`src/sv/mbatr_pkg.sv`:
```
// Shared types, character codes and the CRC byte update for the ASCII to RTU converter.
`timescale 1ns / 1ps

package mbatr_pkg;

  localparam logic [7:0] CharColon = 8'h3A;
  localparam logic [7:0] CharCr    = 8'h0D;
  localparam logic [7:0] CharLf    = 8'h0A;
  localparam logic [7:0] CharZero  = 8'h30;
  localparam logic [7:0] CharNine  = 8'h39;
  localparam logic [7:0] CharUpA   = 8'h41;
  localparam logic [7:0] CharUpF   = 8'h46;

  localparam logic [15:0] CrcPoly = 16'hA001;
  localparam logic [15:0] CrcSeed = 16'hFFFF;
  localparam logic [7:0]  CountMax = 8'hFF;

  localparam int FifoDepth = 4;
  localparam int FifoPtrW  = $clog2(FifoDepth);
  localparam int FifoCntW  = $clog2(FifoDepth + 1);
  localparam logic [FifoCntW-1:0] FifoFull = FifoCntW'(FifoDepth);

  // Result kinds as they appear on the output.
  typedef enum logic [2:0] {
    KIND_START   = 3'd0,
    KIND_BYTE    = 3'd1,
    KIND_GOOD    = 3'd2,
    KIND_LRC_ERR = 3'd3,
    KIND_ABORT   = 3'd4,
    KIND_BAD_END = 3'd5
  } kind_e;

  // Character classes produced by the front end.
  typedef enum logic [2:0] {
    TOK_COLON,
    TOK_DIGIT,
    TOK_FIRST_END,
    TOK_SECOND_END,
    TOK_OTHER
  } tok_e;

  typedef struct packed {
    tok_e       tok;
    logic [3:0] digit;
  } token_t;

  // Modbus CRC-16 update with one byte, reflected polynomial.
  function automatic logic [15:0] crc_feed(input logic [15:0] crc, input logic [7:0] data);
    logic [15:0] c;
    c = crc ^ {8'h00, data};
    for (int k = 0; k < 8; k++) begin
      c = c[0] ? ((c >> 1) ^ CrcPoly) : (c >> 1);
    end
    return c;
  endfunction

endpackage

```
`src/sv/mbatr_front.sv`:
```
// Front end: end-order register and character classification.
`timescale 1ns / 1ps

module mbatr_front (
  input  logic                clk_i,
  input  logic                rst_ni,
  input  logic                cfg_valid_i,
  input  logic                end_order_swapped_i,
  input  logic [7:0]          rx_char_i,
  output mbatr_pkg::token_t   token_o
);

  logic       swapped_q;
  logic [7:0] first_end;
  logic [7:0] second_end;

  always_ff @(posedge clk_i or negedge rst_ni) begin
    if (!rst_ni) begin
      swapped_q <= 1'b0;
    end else if (cfg_valid_i) begin
      swapped_q <= end_order_swapped_i;
    end
  end

  assign first_end  = swapped_q ? mbatr_pkg::CharLf : mbatr_pkg::CharCr;
  assign second_end = swapped_q ? mbatr_pkg::CharCr : mbatr_pkg::CharLf;

  always_comb begin
    token_o.digit = 4'd0;
    if (rx_char_i == mbatr_pkg::CharColon) begin
      token_o.tok = mbatr_pkg::TOK_COLON;
    end else if (rx_char_i >= mbatr_pkg::CharZero && rx_char_i <= mbatr_pkg::CharNine) begin
      token_o.tok   = mbatr_pkg::TOK_DIGIT;
      token_o.digit = rx_char_i[3:0];
    end else if (rx_char_i >= mbatr_pkg::CharUpA && rx_char_i <= mbatr_pkg::CharUpF) begin
      // 'A' has low nibble 1, so adding nine gives ten.
      token_o.tok   = mbatr_pkg::TOK_DIGIT;
      token_o.digit = rx_char_i[3:0] + 4'd9;
    end else if (rx_char_i == first_end) begin
      token_o.tok = mbatr_pkg::TOK_FIRST_END;
    end else if (rx_char_i == second_end) begin
      token_o.tok = mbatr_pkg::TOK_SECOND_END;
    end else begin
      token_o.tok = mbatr_pkg::TOK_OTHER;
    end
  end

endmodule

```
`src/sv/mbatr_fifo.sv`:
```
// Small token queue between the front end and the frame engine.
`timescale 1ns / 1ps

module mbatr_fifo (
  input  logic              clk_i,
  input  logic              rst_ni,
  input  logic              push_i,
  input  mbatr_pkg::token_t wdata_i,
  output logic              full_o,
  input  logic              pop_i,
  output logic              valid_o,
  output mbatr_pkg::token_t rdata_o
);

  mbatr_pkg::token_t                 mem_q [mbatr_pkg::FifoDepth];
  logic [mbatr_pkg::FifoPtrW-1:0]    wptr_q, rptr_q;
  logic [mbatr_pkg::FifoCntW-1:0]    cnt_q;

  assign full_o  = (cnt_q == mbatr_pkg::FifoFull);
  assign valid_o = (cnt_q != '0);
  assign rdata_o = mem_q[rptr_q];

  always_ff @(posedge clk_i) begin
    if (push_i) begin
      mem_q[wptr_q] <= wdata_i;
    end
  end

  always_ff @(posedge clk_i or negedge rst_ni) begin
    if (!rst_ni) begin
      wptr_q <= '0;
      rptr_q <= '0;
      cnt_q  <= '0;
    end else begin
      if (push_i) begin
        wptr_q <= wptr_q + 1'b1;
      end
      if (pop_i) begin
        rptr_q <= rptr_q + 1'b1;
      end
      if (push_i && !pop_i) begin
        cnt_q <= cnt_q + 1'b1;
      end else if (pop_i && !push_i) begin
        cnt_q <= cnt_q - 1'b1;
      end
    end
  end

endmodule

```
`src/sv/mbatr_back.sv`:
```
// Frame engine: frame state, LRC and CRC sums, counters and the output register.
`timescale 1ns / 1ps

module mbatr_back (
  input  logic              clk_i,
  input  logic              rst_ni,
  input  logic              tok_valid_i,
  input  mbatr_pkg::token_t tok_i,
  output logic              tok_pop_o,
  output logic              out_valid_o,
  input  logic              out_ready_i,
  output logic [2:0]        kind_o,
  output logic [7:0]        byte_value_o,
  output logic              last_o,
  output logic [7:0]        lrc_fail_count_o,
  output logic [7:0]        end_fail_count_o
);

  logic        in_frame_q, in_frame_d;
  logic        await_q, await_d;
  logic        odd_q, odd_d;
  logic        have_q, have_d;
  logic [3:0]  high_q, high_d;
  logic [7:0]  held_q, held_d;
  logic [7:0]  lrc_q, lrc_d;
  logic [15:0] crc_q, crc_d;
  logic [7:0]  lrc_err_q, lrc_err_d;
  logic [7:0]  end_err_q, end_err_d;
  logic        pend_q, pend_d;

  logic             out_valid_q, out_valid_d;
  mbatr_pkg::kind_e kind_q, kind_d;
  logic [7:0]       byte_q, byte_d;
  logic             last_q, last_d;
  logic [7:0]       lrc_cnt_q, lrc_cnt_d;
  logic [7:0]       end_cnt_q, end_cnt_d;

  logic       slot_free;
  logic       pop;
  logic [7:0] new_byte;

  assign slot_free = !out_valid_q || out_ready_i;
  assign pop       = tok_valid_i && slot_free && !pend_q;
  assign tok_pop_o = pop;
  assign new_byte  = {high_q, tok_i.digit};

  always_comb begin
    in_frame_d  = in_frame_q;
    await_d     = await_q;
    odd_d       = odd_q;
    have_d      = have_q;
    high_d      = high_q;
    held_d      = held_q;
    lrc_d       = lrc_q;
    crc_d       = crc_q;
    lrc_err_d   = lrc_err_q;
    end_err_d   = end_err_q;
    pend_d      = pend_q;
    out_valid_d = out_valid_q && !out_ready_i;
    kind_d      = kind_q;
    byte_d      = byte_q;
    last_d      = last_q;
    lrc_cnt_d   = lrc_cnt_q;
    end_cnt_d   = end_cnt_q;

    if (pend_q && slot_free) begin
      // Second half of the CRC trailer; the CRC does not move while pending.
      pend_d      = 1'b0;
      out_valid_d = 1'b1;
      kind_d      = mbatr_pkg::KIND_BYTE;
      byte_d      = crc_q[15:8];
      last_d      = 1'b1;
      lrc_cnt_d   = lrc_err_q;
      end_cnt_d   = end_err_q;
    end else if (pop) begin
      kind_d = mbatr_pkg::KIND_START;
      byte_d = 8'h00;
      last_d = 1'b1;
      if (tok_i.tok == mbatr_pkg::TOK_COLON) begin
        in_frame_d  = 1'b1;
        await_d     = 1'b0;
        odd_d       = 1'b0;
        have_d      = 1'b0;
        high_d      = 4'd0;
        held_d      = 8'h00;
        lrc_d       = 8'h00;
        crc_d       = mbatr_pkg::CrcSeed;
        out_valid_d = 1'b1;
      end else if (!in_frame_q) begin
        // Characters outside a frame are dropped.
      end else if (await_q) begin
        out_valid_d = 1'b1;
        if (tok_i.tok == mbatr_pkg::TOK_SECOND_END) begin
          in_frame_d = 1'b0;
          await_d    = 1'b0;
          if (lrc_q != 8'h00) begin
            kind_d = mbatr_pkg::KIND_LRC_ERR;
            if (lrc_err_q != mbatr_pkg::CountMax) begin
              lrc_err_d = lrc_err_q + 8'd1;
            end
          end else begin
            kind_d = mbatr_pkg::KIND_GOOD;
          end
        end else begin
          kind_d = mbatr_pkg::KIND_BAD_END;
          if (end_err_q != mbatr_pkg::CountMax) begin
            end_err_d = end_err_q + 8'd1;
          end
        end
      end else if (tok_i.tok == mbatr_pkg::TOK_DIGIT) begin
        if (odd_q) begin
          odd_d  = 1'b0;
          lrc_d  = lrc_q + new_byte;
          held_d = new_byte;
          have_d = 1'b1;
          if (have_q) begin
            crc_d       = mbatr_pkg::crc_feed(crc_q, held_q);
            out_valid_d = 1'b1;
            kind_d      = mbatr_pkg::KIND_BYTE;
            byte_d      = held_q;
          end
        end else begin
          high_d = tok_i.digit;
          odd_d  = 1'b1;
        end
      end else if (tok_i.tok == mbatr_pkg::TOK_FIRST_END && !odd_q) begin
        // The held byte is the LRC; the CRC goes out in its place.
        await_d     = 1'b1;
        have_d      = 1'b0;
        pend_d      = 1'b1;
        out_valid_d = 1'b1;
        kind_d      = mbatr_pkg::KIND_BYTE;
        byte_d      = crc_q[7:0];
        last_d      = 1'b0;
      end else begin
        in_frame_d  = 1'b0;
        have_d      = 1'b0;
        out_valid_d = 1'b1;
        kind_d      = mbatr_pkg::KIND_ABORT;
      end
      lrc_cnt_d = lrc_err_d;
      end_cnt_d = end_err_d;
    end
  end

  always_ff @(posedge clk_i or negedge rst_ni) begin
    if (!rst_ni) begin
      in_frame_q  <= 1'b0;
      await_q     <= 1'b0;
      odd_q       <= 1'b0;
      have_q      <= 1'b0;
      high_q      <= 4'd0;
      held_q      <= 8'h00;
      lrc_q       <= 8'h00;
      crc_q       <= mbatr_pkg::CrcSeed;
      lrc_err_q   <= 8'h00;
      end_err_q   <= 8'h00;
      pend_q      <= 1'b0;
      out_valid_q <= 1'b0;
      kind_q      <= mbatr_pkg::KIND_START;
      byte_q      <= 8'h00;
      last_q      <= 1'b0;
      lrc_cnt_q   <= 8'h00;
      end_cnt_q   <= 8'h00;
    end else begin
      in_frame_q  <= in_frame_d;
      await_q     <= await_d;
      odd_q       <= odd_d;
      have_q      <= have_d;
      high_q      <= high_d;
      held_q      <= held_d;
      lrc_q       <= lrc_d;
      crc_q       <= crc_d;
      lrc_err_q   <= lrc_err_d;
      end_err_q   <= end_err_d;
      pend_q      <= pend_d;
      out_valid_q <= out_valid_d;
      kind_q      <= kind_d;
      byte_q      <= byte_d;
      last_q      <= last_d;
      lrc_cnt_q   <= lrc_cnt_d;
      end_cnt_q   <= end_cnt_d;
    end
  end

  assign out_valid_o      = out_valid_q;
  assign kind_o           = kind_q;
  assign byte_value_o     = byte_q;
  assign last_o           = last_q;
  assign lrc_fail_count_o = lrc_cnt_q;
  assign end_fail_count_o = end_cnt_q;

`ifndef SYNTHESIS
  // A pending CRC high byte always sits behind a low byte still in the output register.
  a_pend_has_out: assert property (@(posedge clk_i) disable iff (!rst_ni)
    pend_q |-> out_valid_q) else $error("CRC high byte pending without output");

  // No new character is taken while the CRC trailer is half sent.
  a_pend_blocks_pop: assert property (@(posedge clk_i) disable iff (!rst_ni)
    pend_q |-> !pop) else $error("token popped during CRC trailer");

  // Waiting for the second end character only happens inside a frame.
  a_await_in_frame: assert property (@(posedge clk_i) disable iff (!rst_ni)
    await_q |-> in_frame_q) else $error("end wait outside a frame");

  // The error counters never go backward.
  a_lrc_mono: assert property (@(posedge clk_i) disable iff (!rst_ni)
    1'b1 |=> lrc_err_q >= $past(lrc_err_q)) else $error("LRC counter decreased");

  a_end_mono: assert property (@(posedge clk_i) disable iff (!rst_ni)
    1'b1 |=> end_err_q >= $past(end_err_q)) else $error("end counter decreased");
`endif

endmodule

```
`src/sv/modbus_ascii_to_rtu_converter.sv`:
```
// Top level of the Modbus ASCII to RTU frame converter.
`timescale 1ns / 1ps

// Usage:
// Received ASCII characters enter on the in channel (in_valid_i, in_ready_o,
// rx_char_i), one request per character. Results leave on the out channel
// (out_valid_o, out_ready_i) with kind, RTU byte, a last flag marking the final
// result of a character, and the two saturating error counters.
// The single configuration register, the end order (CR LF or LF CR), is
// written through cfg_valid_i / cfg_ready_o with end_order_swapped_i as data;
// the port is always ready and should only be written while the block is idle.
// The front end classifies each character as it is accepted and writes it into
// a four-entry queue. The frame engine takes one queued character per cycle
// while its output slot is free and no CRC high byte is pending, and registers
// its result; a character passes the queue and then the output register. The
// first end character produces two CRC bytes and so holds the engine until
// the second has been sent, which the queue absorbs.
// When the receiver stalls, the output register holds its result and the
// queue keeps filling; in_ready_o drops only when the queue is full.
// Reset clears the frame state, sums, counters, queue and output register and
// selects CR then LF as the end order.
module modbus_ascii_to_rtu_converter (
  input  logic       clk_i,
  input  logic       rst_ni,
  input  logic       cfg_valid_i,
  output logic       cfg_ready_o,
  input  logic       end_order_swapped_i,
  input  logic       in_valid_i,
  output logic       in_ready_o,
  input  logic [7:0] rx_char_i,
  output logic       out_valid_o,
  input  logic       out_ready_i,
  output logic [2:0] kind_o,
  output logic [7:0] byte_value_o,
  output logic       last_o,
  output logic [7:0] lrc_fail_count_o,
  output logic [7:0] end_fail_count_o
);

  mbatr_pkg::token_t front_tok;
  mbatr_pkg::token_t head_tok;
  logic              fifo_full;
  logic              fifo_valid;
  logic              fifo_pop;
  logic              push;

  assign cfg_ready_o = 1'b1;
  assign in_ready_o  = !fifo_full;
  assign push        = in_valid_i && !fifo_full;

  mbatr_front u_front (
    .clk_i               (clk_i),
    .rst_ni              (rst_ni),
    .cfg_valid_i         (cfg_valid_i),
    .end_order_swapped_i (end_order_swapped_i),
    .rx_char_i           (rx_char_i),
    .token_o             (front_tok)
  );

  mbatr_fifo u_fifo (
    .clk_i   (clk_i),
    .rst_ni  (rst_ni),
    .push_i  (push),
    .wdata_i (front_tok),
    .full_o  (fifo_full),
    .pop_i   (fifo_pop),
    .valid_o (fifo_valid),
    .rdata_o (head_tok)
  );

  mbatr_back u_back (
    .clk_i            (clk_i),
    .rst_ni           (rst_ni),
    .tok_valid_i      (fifo_valid),
    .tok_i            (head_tok),
    .tok_pop_o        (fifo_pop),
    .out_valid_o      (out_valid_o),
    .out_ready_i      (out_ready_i),
    .kind_o           (kind_o),
    .byte_value_o     (byte_value_o),
    .last_o           (last_o),
    .lrc_fail_count_o (lrc_fail_count_o),
    .end_fail_count_o (end_fail_count_o)
  );

endmodule
```
`config.mk`:
```
export PLATFORM = sky130hd
export DESIGN_NAME = modbus_ascii_to_rtu_converter
export DESIGN_NICKNAME = d
export VERILOG_FILES = /design/src/sv/mbatr_pkg.sv /design/src/sv/mbatr_front.sv /design/src/sv/mbatr_fifo.sv /design/src/sv/mbatr_back.sv /design/src/sv/modbus_ascii_to_rtu_converter.sv
export SDC_FILE = /design/constraint.sdc
export NUM_CORES = 1
export LEC_CHECK = 0
export BUFFER_PORTS_ARGS = -buffer_cell sky130_fd_sc_hd__buf_4
export CAP_MARGIN = 5
export CORE_MARGIN = 4
export CORE_UTILIZATION = 40
export DETAILED_ROUTE_END_ITERATION = 7
export PLACE_DENSITY = 0.62
export SYNTH_ARGS = -nofsm -noshare
export SYNTH_HDL_FRONTEND = slang
export SYNTH_SLANG_ARGS = --single-unit
```
`constraint.sdc`:
```
create_clock -name clk_i -period 7.1 [get_ports clk_i]
set_clock_uncertainty 0.1 [all_clocks]
set_input_delay 0.355 -clock clk_i [delete_from_list [all_inputs] [get_ports clk_i]]
set_output_delay 0.355 -clock clk_i [all_outputs]
set_load 0.01 [all_outputs]
```
# After elaboration in Yosys (flattened, before gate mapping)
# Memories as Yosys holds them, arrays and structs flattened.
# Cells that the tools add are included.
dict set report totals {
  reg_bits 94
  inputBits 14
  output_inout_bits 31
  elab_cells 215
  ramBits 28
  memories 1
}
# memory depth width rd rd_clocked_by_memory_dff write_ports line
set memory_table {}
lappend memory_table {u_fifo.mem_q 4 7 1 0 1 mbatr_fifo.sv:15} ;# mbatr_pkg::token_t mem_q [mbatr_pkg::FifoDepth];
dict set report op_classes {
  eq_ne 15
  order_cmp 4
  n_mux 119
  n_bitwise 10
  n_reduce_logical 37
  n_addsub 8
}
# op count
set op_table {}
lappend op_table {{$mux W8} 34}
lappend op_table {{$mux W16} 14}
lappend op_table {{$mux W3} 17}
lappend op_table {{$mux W1} 46}
lappend op_table {{$mux W4} 7}
lappend op_table {{$not A2 Y3} 8}
lappend op_table {{$reduce_and A6 Y1} 3}
lappend op_table {{$add A8 B1 Y8 const B} 2}
lappend op_table {{$eq A8 B8 Y1} 2}
lappend op_table {{$ne A8 B8 Y1 const B} 2}
lappend op_table {{$reduce_bool A2 Y1} 8}
lappend op_table {{$xor A16 B8 Y16} 1}
lappend op_table {{$logic_and A1 B1 Y1} 10}
lappend op_table {{$reduce_and A5 Y1} 2}
lappend op_table {{$add A8 B8 Y8} 1}
lappend op_table {{$eq A8 B6 Y1 const B} 1}
lappend op_table {{$ge A8 B6 Y1 const B} 1}
lappend op_table {{$ge A8 B7 Y1 const B} 1}
lappend op_table {{$le A8 B6 Y1 const B} 1}
lappend op_table {{$le A8 B7 Y1 const B} 1}
lappend op_table {{$reduce_bool A8 Y1} 1}
lappend op_table {{$logic_not A1 Y1} 7}
lappend op_table {{$mux W7} 1}
lappend op_table {{$reduce_and A7 Y1} 1}
lappend op_table {{other kinds (16)} 21}

# Longest topological paths before layout
# Gate-level depths: netlist of run 1.
dict set report depth {
  depth_word 23
  depth_mapped 10
  ltp_nobuf 9
}

# Modules after synthesis
# Synthesis of run 1 repeated with hierarchy kept, for this count alone.
dict set report hier_totals {
  cells_unflattened 608
  hier_area_um2 6465.0
}
# module cells_each area_each_um2 n_inst seq_area_each_um2
set modules_own_cells {}
lappend modules_own_cells {mbatr_back 492 4723.3 1 2172.1}
lappend modules_own_cells {mbatr_fifo 71 1406.3 1 1016.0}
lappend modules_own_cells {mbatr_front 41 314.1 1 25.0}
lappend modules_own_cells {modbus_ascii_to_rtu_converter 4 21.3 1 0.0}

# Worst setup path after synthesis of run 1
# Ideal clock, no wire load.
dict set report synth_path {
  path_kind {reg2reg}
  startpoint {register u_fifo.rptr_q[0] (netlist bit)}
  endpoint {register u_back.lrc_q[6]}
  path_buffers 1
  synth_period_minus_slack_ps 2628
  arrival_time_ps 2397
  t_required_ps 6869
  stages_incl_launch_ff 11
  slack_ps 4472
  setup_ps 131
  cell_sequence {dfrtp_1 buf_6 mux4_2 ha_1 fa_1 a21o_1 a21oi_1 o21bai_1 a21oi_1 xor2_1 o31ai_1}
}
dict set report synth_between {
  elab_chain_cells 7
  word_cells_on_any_way 14
  classes_between {add/sub (1); eq/ne (2); mux (5); reduce/logical (5); memory (1)}
}
# item line
set synth_rtl {}
lappend synth_rtl {{start: declaration} mbatr_fifo.sv:16} ;# logic [mbatr_pkg::FifoPtrW-1:0] wptr_q, rptr_q;
lappend synth_rtl {{start signal: assignment} mbatr_fifo.sv:39} ;# rptr_q <= rptr_q + 1'b1;
lappend synth_rtl {{$mem_v2 Z4 W7 (*)} --}
lappend synth_rtl {{$add A8 B8 Y8} mbatr_back.sv:113} ;# lrc_d = lrc_q + new_byte;
lappend synth_rtl {{$mux W8} mbatr_back.sv:111} ;# if (odd_q) begin
lappend synth_rtl {{$mux W8} mbatr_back.sv:110} ;# end else if (tok_i.tok == mbatr_pkg::TOK_DIGIT) begin
lappend synth_rtl {{$mux W8} mbatr_back.sv:91} ;# end else if (await_q) begin
lappend synth_rtl {{$mux W8} mbatr_back.sv:89} ;# end else if (!in_frame_q) begin
lappend synth_rtl {{$mux W8} mbatr_back.sv:79} ;# if (tok_i.tok == mbatr_pkg::TOK_COLON) begin
lappend synth_rtl {{end signal: assignment} mbatr_back.sv:172} ;# lrc_q <= lrc_d;
lappend synth_rtl {{end: declaration} mbatr_back.sv:25} ;# logic [7:0] lrc_q, lrc_d;
# Every way passes the cells marked *; elsewhere a longest branch is shown, timed or not. The select of a mux whose other input is x is not followed.
# A chain may end at the register's enable or synchronous reset.

# Final worst setup path of run 1
dict set report layout_path {
  startpoint {register u_fifo.rptr_q[0] (netlist bit)}
  endpoint {register u_back.end_cnt_q[5], in the netlist u_back.end_fail_count_o[5]}
}
dict set report layout_between {
  elab_chain_cells 8
  word_cells_on_any_way 9
  classes_between {eq/ne (1); mux (6); reduce/logical (1); memory (1)}
}
# item line
set layout_rtl {}
lappend layout_rtl {{$mem_v2 Z4 W7 (*)} --}
lappend layout_rtl {{$eq A3 B2 Y1} mbatr_back.sv:93} ;# if (tok_i.tok == mbatr_pkg::TOK_SECOND_END) begin
lappend layout_rtl {{$mux W8} mbatr_back.sv:93}
lappend layout_rtl {{$mux W8} mbatr_back.sv:91}
lappend layout_rtl {{$mux W8} mbatr_back.sv:89}
lappend layout_rtl {{$mux W8 (*)} mbatr_back.sv:79}
lappend layout_rtl {{$mux W8 (*)} mbatr_back.sv:75} ;# end else if (pop) begin
lappend layout_rtl {{$mux W8 (*)} mbatr_back.sv:66} ;# if (pend_q && slot_free) begin
lappend layout_rtl {{end signal: assignment} mbatr_back.sv:182} ;# end_cnt_q <= end_cnt_d;
lappend layout_rtl {{end: declaration} mbatr_back.sv:36} ;# logic [7:0] end_cnt_q, end_cnt_d;
# Marks and branches as above.

==> results of run 1 <==
sequential cells by signal, indices dropped and copies added (netlist names), 2 cells and up:
name	count
u_fifo.cnt_q	3
u_fifo.rptr_q	2
u_back.lrc_q	8
u_back.held_q	8
u_fifo.wptr_q	2
u_back.lrc_fail_count_o	8
u_back.crc_q	16
u_back.high_q	4
u_fifo.mem_q	28
u_back.end_fail_count_o	8
u_back.lrc_err_q	8
u_back.byte_value_o	8
u_back.kind_o	3
u_back.end_err_q	8
worst max path at each step:
stage / endpoint / slack, ns
floorplan: u_back.lrc_q[6]$_DFFE_PN0P_ / 4.47
global placement: u_back.end_fail_count_o[5]$_DFFE_PN0N_ / 3.91
global route: u_back.lrc_q[7]$_DFFE_PN0P_ / 3.53
CTS: u_back.end_fail_count_o[5]$_DFFE_PN0N_ / 3.74
detailed placement: u_back.end_fail_count_o[5]$_DFFE_PN0N_ / 3.80
finish: u_back.end_fail_count_o[5]$_DFFE_PN0N_ / 3.77
layout make-up:
| class | count | area [sq um] | share of cell area [%] |
|---|---|---|---|
| sequential | 122 | 3213 | 43.15 |
| multi-input combinational | 443 | 2898 | 38.91 |
| clock buffer | 28 | 579.3 | 7.779 |
| timing repair buffer | 48 | 362.8 | 4.872 |
| tap | 211 | 264.0 | 3.545 |
| clock inverter | 4 | 70.07 | 0.9409 |
| inverter | 16 | 60.06 | 0.8065 |
cells by family (layout without fill, tap and decap cells):
| logic type | count (synthesis) | count (layout) |
|---|---|---|
| AO/OA/AOI/OAI | 157 | 157 |
| multiplexers | 13 | 13 |
| flip-flops | 122 | 122 |
| buffers and inverters | 48 | 96 |
| AND/OR/NAND/NOR | 210 | 210 |
| other | 1 | 1 |
| adder cells (fa/ha/maj) | 20 | 20 |
| XOR/XNOR | 42 | 42 |
worst reg2reg max path, cell delays in order, from the launching register on:
cell	delay [ns]
dfrtp_1	0.66
mux4_2	0.75
xnor2_1	0.21
a211oi_2	0.63
nand4_1	0.25
and3_1	0.24
or3_1	0.37
stage by stage:
stage / cells / area, sq um / hold slack [ns]
3_5_place_dp: 839 / 6788 / 0.3097
5_1_grt: 872 / 7447 / 0.06958
6_report: 872 / 7447 / 0.07484
2_1_floorplan: 613 / 6301 / -0.04059
3_3_place_gp: 839 / 6788 / 0.3006
4_1_cts: 872 / 7447 / 0.05795
layout by cell type (no fill, tap or decap), drive strengths merged, types with 4 or more instances in the layout:
master   n
and3    17
mux4     7
nand2b   8
nand2   76
inv     16
nor2    44
dfstp   16
a31oi    6
nor3    14
a221o   11
and2     8
o31ai    6
o21bai   4
a22oi    9
nand3   17
a21o     7
xnor2   34
or3      5
clkbuf  28
o21ai   61
edfxtp  28
nand4    5
buf     47
dfrtp   78
ha      18
a21oi   33
xor2     7
report_power, final:
part / internal, W / leakage [nW] / switching [W]
Sequential: 0.000944 / 1.45 / 0.000171
Clock: 0.000624 / 0.323 / 0.000295
Combinational: 0.000601 / 1.44 / 0.000823
Total: 0.00217 / 3.21 / 0.00129
routing by layer:
layer	global-route usage [%]	vias to the layer above	wire, um
li1	-	2267	-
met1	21.60	2289	6391
met2	24.75	96	6590
met3	4.192	20	475
met4	5.886	0	224
met5	0	-	0
==> results.json, run 1 <==
{
  "status": "finished, final reports clean",
  "clk_pin_slew_worst_paths_ns": 0.06,
  "cts_made_buffers": 17,
  "yosys_warnings": 0,
  "grt_pass1_wl_um": 22760,
  "crit_path_max_incr_delay_ns": 0.74,
  "ir_worst_vdd_uv": 214.9,
  "power_w": 0.003458,
  "crit_required_ns": 7.29,
  "crit_path_end_kind": "flip-flop",
  "grt_max_degree": 51,
  "io-pin-count": 45,
  "place_hpwl_um": 9459,
  "p_per_area_nw_per_um2": 464.3,
  "row_count": 45,
  "fmax_mhz": 300.7,
  "die_y_um": 133.5,
  "synth_nets": 647,
  "synthTopCellsByCount": "78 x dfrtp_1, 76 x nand2_1, 59 x o21ai_0",
  "holdPathEnd": "u_front.swapped_q$_DFFE_PN0P_",
  "h-tree-depth": 4,
  "post_drt_wl_per_cell_um": 15.69,
  "portBuffers": 43,
  "clk_latency_ns": 0.42,
  "slowest_stage": "mux4_2",
  "grt_pass1_vias": 4499,
  "synth_area_leader_cell": "dfrtp_1",
  "die_w_um": 133.5,
  "min_path_type": "in -> reg",
  "synth_compound_area_share_pct": 15.71,
  "drive_gt1_share_pct": 17.10,
  "hp-start": "end_order_swapped_i",
  "cts.sinks": 122,
  "worstReg2RegStart": "u_fifo.rptr_q[0]$_DFFE_PN0P_",
  "cp.depth": 6,
  "vias": 4672,
  "cts_buffer_depth": 2,
  "worst_slew_pin_slew_ns": 0.9127,
  "die_area_sq_um": 17820,
  "worstSetupStartpoint": "u_fifo.rptr_q[0]$_DFFE_PN0P_",
  "first_pass_iters": 4,
  "start_util_pct": 41.14,
  "cts_hold_buf": 1,
  "rsz0062_at_grt": "false",
  "layout.nets": 682,
  "critical_path_class": "reg -> reg",
  "dpl_worst_slack_ns": 3.797,
  "drv_cap": 0,
  "synth_top_cell_area_share_pct": 30.98,
  "core_area_sq_um": 15310,
  "synth-seq-area-share_pct": 50.99,
  "gp_congestion": 0.7956,
  "area_growth_syn_to_layout_pct": 18.19,
  "synth_cell_types": 66,
  "synth_mux_area_share_pct": 3.515,
  "via_per_inst": 5.358,
  "grt.overflow.total": 0,
  "period_needed_ns": 3.326,
  "antenna_left": 0,
  "p_leak_nw": 3.207,
  "crit_arrival_ns": 3.52,
  "synth_xor_area_share_pct": 6.056,
  "fin_crit_sh_pct": 46.84,
  "routed_wirelength_um": 13680,
  "r2r_slack_ns": 3.77,
  "diodes": 0,
  "crit_chain": "mux4_2 > xnor2_1 > a211oi_2 > nand4_1 > and3_1 > or3_1",
  "cp_num_buf_inv": 0,
  "yosys.area_share.simple_pct": 16.32,
  "r2r_cells": 6,
  "setup_viol": 0,
  "drt_iter0_markers": 257,
  "max-slew-margin-rel_pct": 39.01,
  "synthFlopType": "dfrtp_1",
  "crit_family": "simple AND/OR/NAND/NOR gates",
  "antenna_found_initial": 0,
  "startpoint_type": "flip-flop",
  "cts_resized": 0,
  "syn_inst": 613,
  "async_flop_share_pct": 77.05,
  "syn_area_sq_um": 6301,
  "ys_top_cells_by_area": "dfrtp_1 31%, edfxtp_1 13%, dfstp_2 6.7%",
  "cp_max_fo": 16,
  "drcViolationCount": 0,
  "root_buffer": "clkbuf_16",
  "tns_ns": 0,
  "setup_slack_ns": 3.774,
  "n_fill_cell": 1428,
  "ys_ff_latch": 122,
  "drv_slew": 0,
  "synth_most_common_cell": "dfrtp_1",
  "timing.rr.end": "u_back.end_fail_count_o[5]$_DFFE_PN0N_",
  "final_util_pct": 48.63,
  "synth_edf_count": 28,
  "hold_depth": 2,
  "track_usage_pct": 15.94,
  "cts_tree": "yes",
  "avgSynthCellArea_sq_um": 10.28,
  "cts_setup_buffers": 0,
  "synth_top_family_by_area": "simple AND/OR/NAND/NOR gates",
  "finalHoldViolations": 0,
  "synth_adder_area_share_pct": 4.210
}
No activity file was read; power rests on OpenSTA's default activity.
==> run 2, diff against run 1 <==
- ABC_AREA: not set -> 1
- clock period: 7.1 -> 3.2 ns (I/O delays scaled with it)
==> results.json, run 2 <==
{
  "status": "finished, final reports clean",
  "p_per_area_nw_per_um2": 1007,
  "drive_gt1_share_pct": 15.95,
  "start_util_pct": 40.69,
  "crit_path_max_incr_delay_ns": 0.57,
  "synthFlopType": "dfrtp_1",
  "reg_top3": "u_fifo.mem_q: 28 flops, u_back.crc_q: 16 flops",
  "synthTopCellsByCount": "193 x nand2_1, 79 x inv_1, 78 x dfrtp_1",
  "diodes": 0,
  "avgSynthCellArea_sq_um": 8.691,
  "cts_setup_buffers": 0,
  "finalHoldViolations": 0,
  "fin_crit_sh_pct": 82.72,
  "clk_latency_ns": 0.41,
  "startpoint_type": "flip-flop",
  "crit_path_end_kind": "flip-flop",
  "fmax_mhz": 377.8,
  "dpl_cell_area_sq_um": 7017,
  "synth_nets": 775,
  "multiInputGateArea_sq_um": 2819,
  "ir_worst_vdd_uv": 533.7,
  "grt.overflow.total": 0,
  "clk_pin_slew_worst_paths_ns": 0.05,
  "cts_tree": "yes",
  "vias": 5128,
  "die_y_um": 134.9,
  "cts.sinks": 122,
  "via_per_inst": 5.003,
  "regArea_sq_um": 3213,
  "synth_most_common_cell": "nand2_1",
  "drv_cap": 0,
  "grt_pass1_vias": 4847,
  "synth_edf_count": 28,
  "root_buffer": "clkbuf_16",
  "n_fill_cell": 1495,
  "synth_area_leader_cell": "dfrtp_1",
  "postLayoutCellArea_sq_um": 7775,
  "core_area_sq_um": 15830,
  "die_w_um": 134.9,
  "portBuffers": 43,
  "min_path_type": "in -> reg",
  "track_usage_pct": 16.46,
  "async_flop_share_pct": 77.05,
  "synth-seq-area-share_pct": 49.89,
  "ys_ff_latch": 122,
  "h-tree-depth": 4,
  "r2r_slack_ns": 0.55,
  "antenna_left": 0,
  "synth_top_cell_area_share_pct": 30.31,
  "final_common_cell": "nand2_1",
  "cts_made_buffers": 17,
  "rsz0062_at_grt": "false",
  "post_drt_wl_per_cell_um": 13.74,
  "critical_path_class": "reg -> reg",
  "yosys_warnings": 0,
  "drcViolationCount": 0,
  "grt_max_degree": 53,
  "first_pass_iters": 6,
  "slowest_stage": "dfrtp_1",
  "drt_iter0_markers": 228,
  "largest-register": "u_fifo.mem_q",
  "crit_chain": "inv_2 > o21ai_0 > o22ai_1 > ha_1 > fa_1 > nand3_1 > nand3_1 > nand2_1 > nand2_1 > a21oi_1 > xor2_1 > o21ai_0",
  "ys_top_cells_by_area": "dfrtp_1 30%, edfxtp_1 13%, nand2_1 11%",
  "p_leak_nw": 3.658,
  "area_growth_syn_to_layout_pct": 20.73,
  "grt_pass1_wl_um": 24060,
  "routed_wirelength_um": 14080,
  "gp_congestion": 0.8630,
  "place_hpwl_um": 9974,
  "io-pin-count": 45,
  "largest_reg_flops": 28,
  "setup_viol": 0,
  "period_needed_ns": 2.647,
  "tns_ns": 0,
  "max-slew-margin-rel_pct": 49.25,
  "antenna_found_initial": 0,
  "power_w": 0.007831,
  "layout.nets": 830,
  "cp_max_fo": 16,
  "crit_arrival_ns": 2.84,
  "synth_cell_types": 53,
  "row_count": 46,
  "drv_slew": 0,
  "cts_buffer_depth": 2,
  "syn_inst": 741,
  "worst_slew_pin_slew_ns": 0.7584,
  "final_util_pct": 49.12,
  "syn_area_sq_um": 6440,
  "die_area_sq_um": 18190,
  "final_cell_mix": "193 x nand2_1, 79 x inv_1, 78 x dfrtp_1, 60 x o21ai_0, 54 x nand3_1",
  "crit_required_ns": 3.39
}
==> run 2: cell types whose count changed in the layout (fill, tap and decap cells not counted), sizes merged, moves of 13 or more <==
cell,before,now
nand2,76,204
inv,16,84
nand3,17,57
xnor2,34,5
and3,17,0
o21ai,61,74
==> run 2: cell families (layout without fill, tap and decap cells) <==
| group | after synthesis | after routing | share of synthesized area, % |
|---|---|---|---|
| AND/OR/NAND/NOR | 334 | 334 | 23.61 |
| other | 1 | 1 | 0.05823 |
| AO/OA/AOI/OAI | 148 | 148 | 13.97 |
| XOR/XNOR | 13 | 13 | 1.982 |
| flip-flops | 122 | 122 | 49.89 |
| buffers and inverters | 103 | 171 | 6.372 |
| adder cells (fa/ha/maj) | 20 | 20 | 4.119 |
==> run 2: power breakdown <==
part	internal, W	switching [W]	leakage, nW
clock network	0.00169	0.000686	0.347
registers	0.00211	0.000333	1.46
logic	0.00105	0.00196	1.85
==> run 2: what timing repair did <==
item	4_1_cts	5_1_grt
hold buffers	3	0
hold endpoints to repair	43	0
gates resized for setup	0	0
setup endpoints to repair	0	0
==> run 2: worst max-delay path, delay by kind of cell, from the launching register on <==
family	cells	cell delay [ns]
AO/OA/AOI/OAI	4	0.54
adder cells (fa/ha/maj)	2	0.65
AND/OR/NAND/NOR	4	0.32
buffers and inverters	1	0.20
flip-flops	1	0.57
XOR/XNOR	1	0.15
==> run 2: worst paths after layout <==
path,from,to,cells after the start
hold / removal,out_ready_i,u_back.out_valid_o$_DFF_PN0_,4
hold reg to reg,u_back.byte_value_o[3]$_DFFE_PN0N_,u_back.byte_value_o[3]$_DFFE_PN0N_,2
max in group asynchronous,rst_ni,u_back.crc_q[8]$_DFFE_PN1P_,3
setup / recovery,u_fifo.rptr_q[0]$_DFFE_PN0P_,u_back.lrc_q[6]$_DFFE_PN0P_,12
setup reg to reg,u_fifo.rptr_q[0]$_DFFE_PN0P_,u_back.lrc_q[6]$_DFFE_PN0P_,12
min in group asynchronous,rst_ni,u_back.lrc_fail_count_o[1]$_DFFE_PN0N_,2
==> run 2: per-layer routing <==
layer / vias up / GRT usage (%) / wire length [um]
met5: - / 0 / 0
met4: 0 / 4.186 / 144
met3: 12 / 4.024 / 533
met2: 83 / 25.57 / 6456
met1: 2417 / 23.25 / 6950
li1: 2616 / - / -
==> run 2: layout make-up <==
type,instances,area share [%]
clock inverter,13,3.798
sequential,122,41.33
timing repair buffer,54,5.472
multi-input combinational,516,36.26
clock buffer,19,5.568
inverter,85,4.104
tap,216,3.476
==> run 2: through the flow <==
stage               setup WS (ns)  hold WS (ns)  cells
detailed placement         0.5665       0.09803    990
global placement           0.6396        0.1005    990
floorplan                  0.8049       -0.2356    741
global route               0.2775       0.06776   1025
CTS                        0.5451       0.01072   1025
finish                     0.5530       0.02193   1025
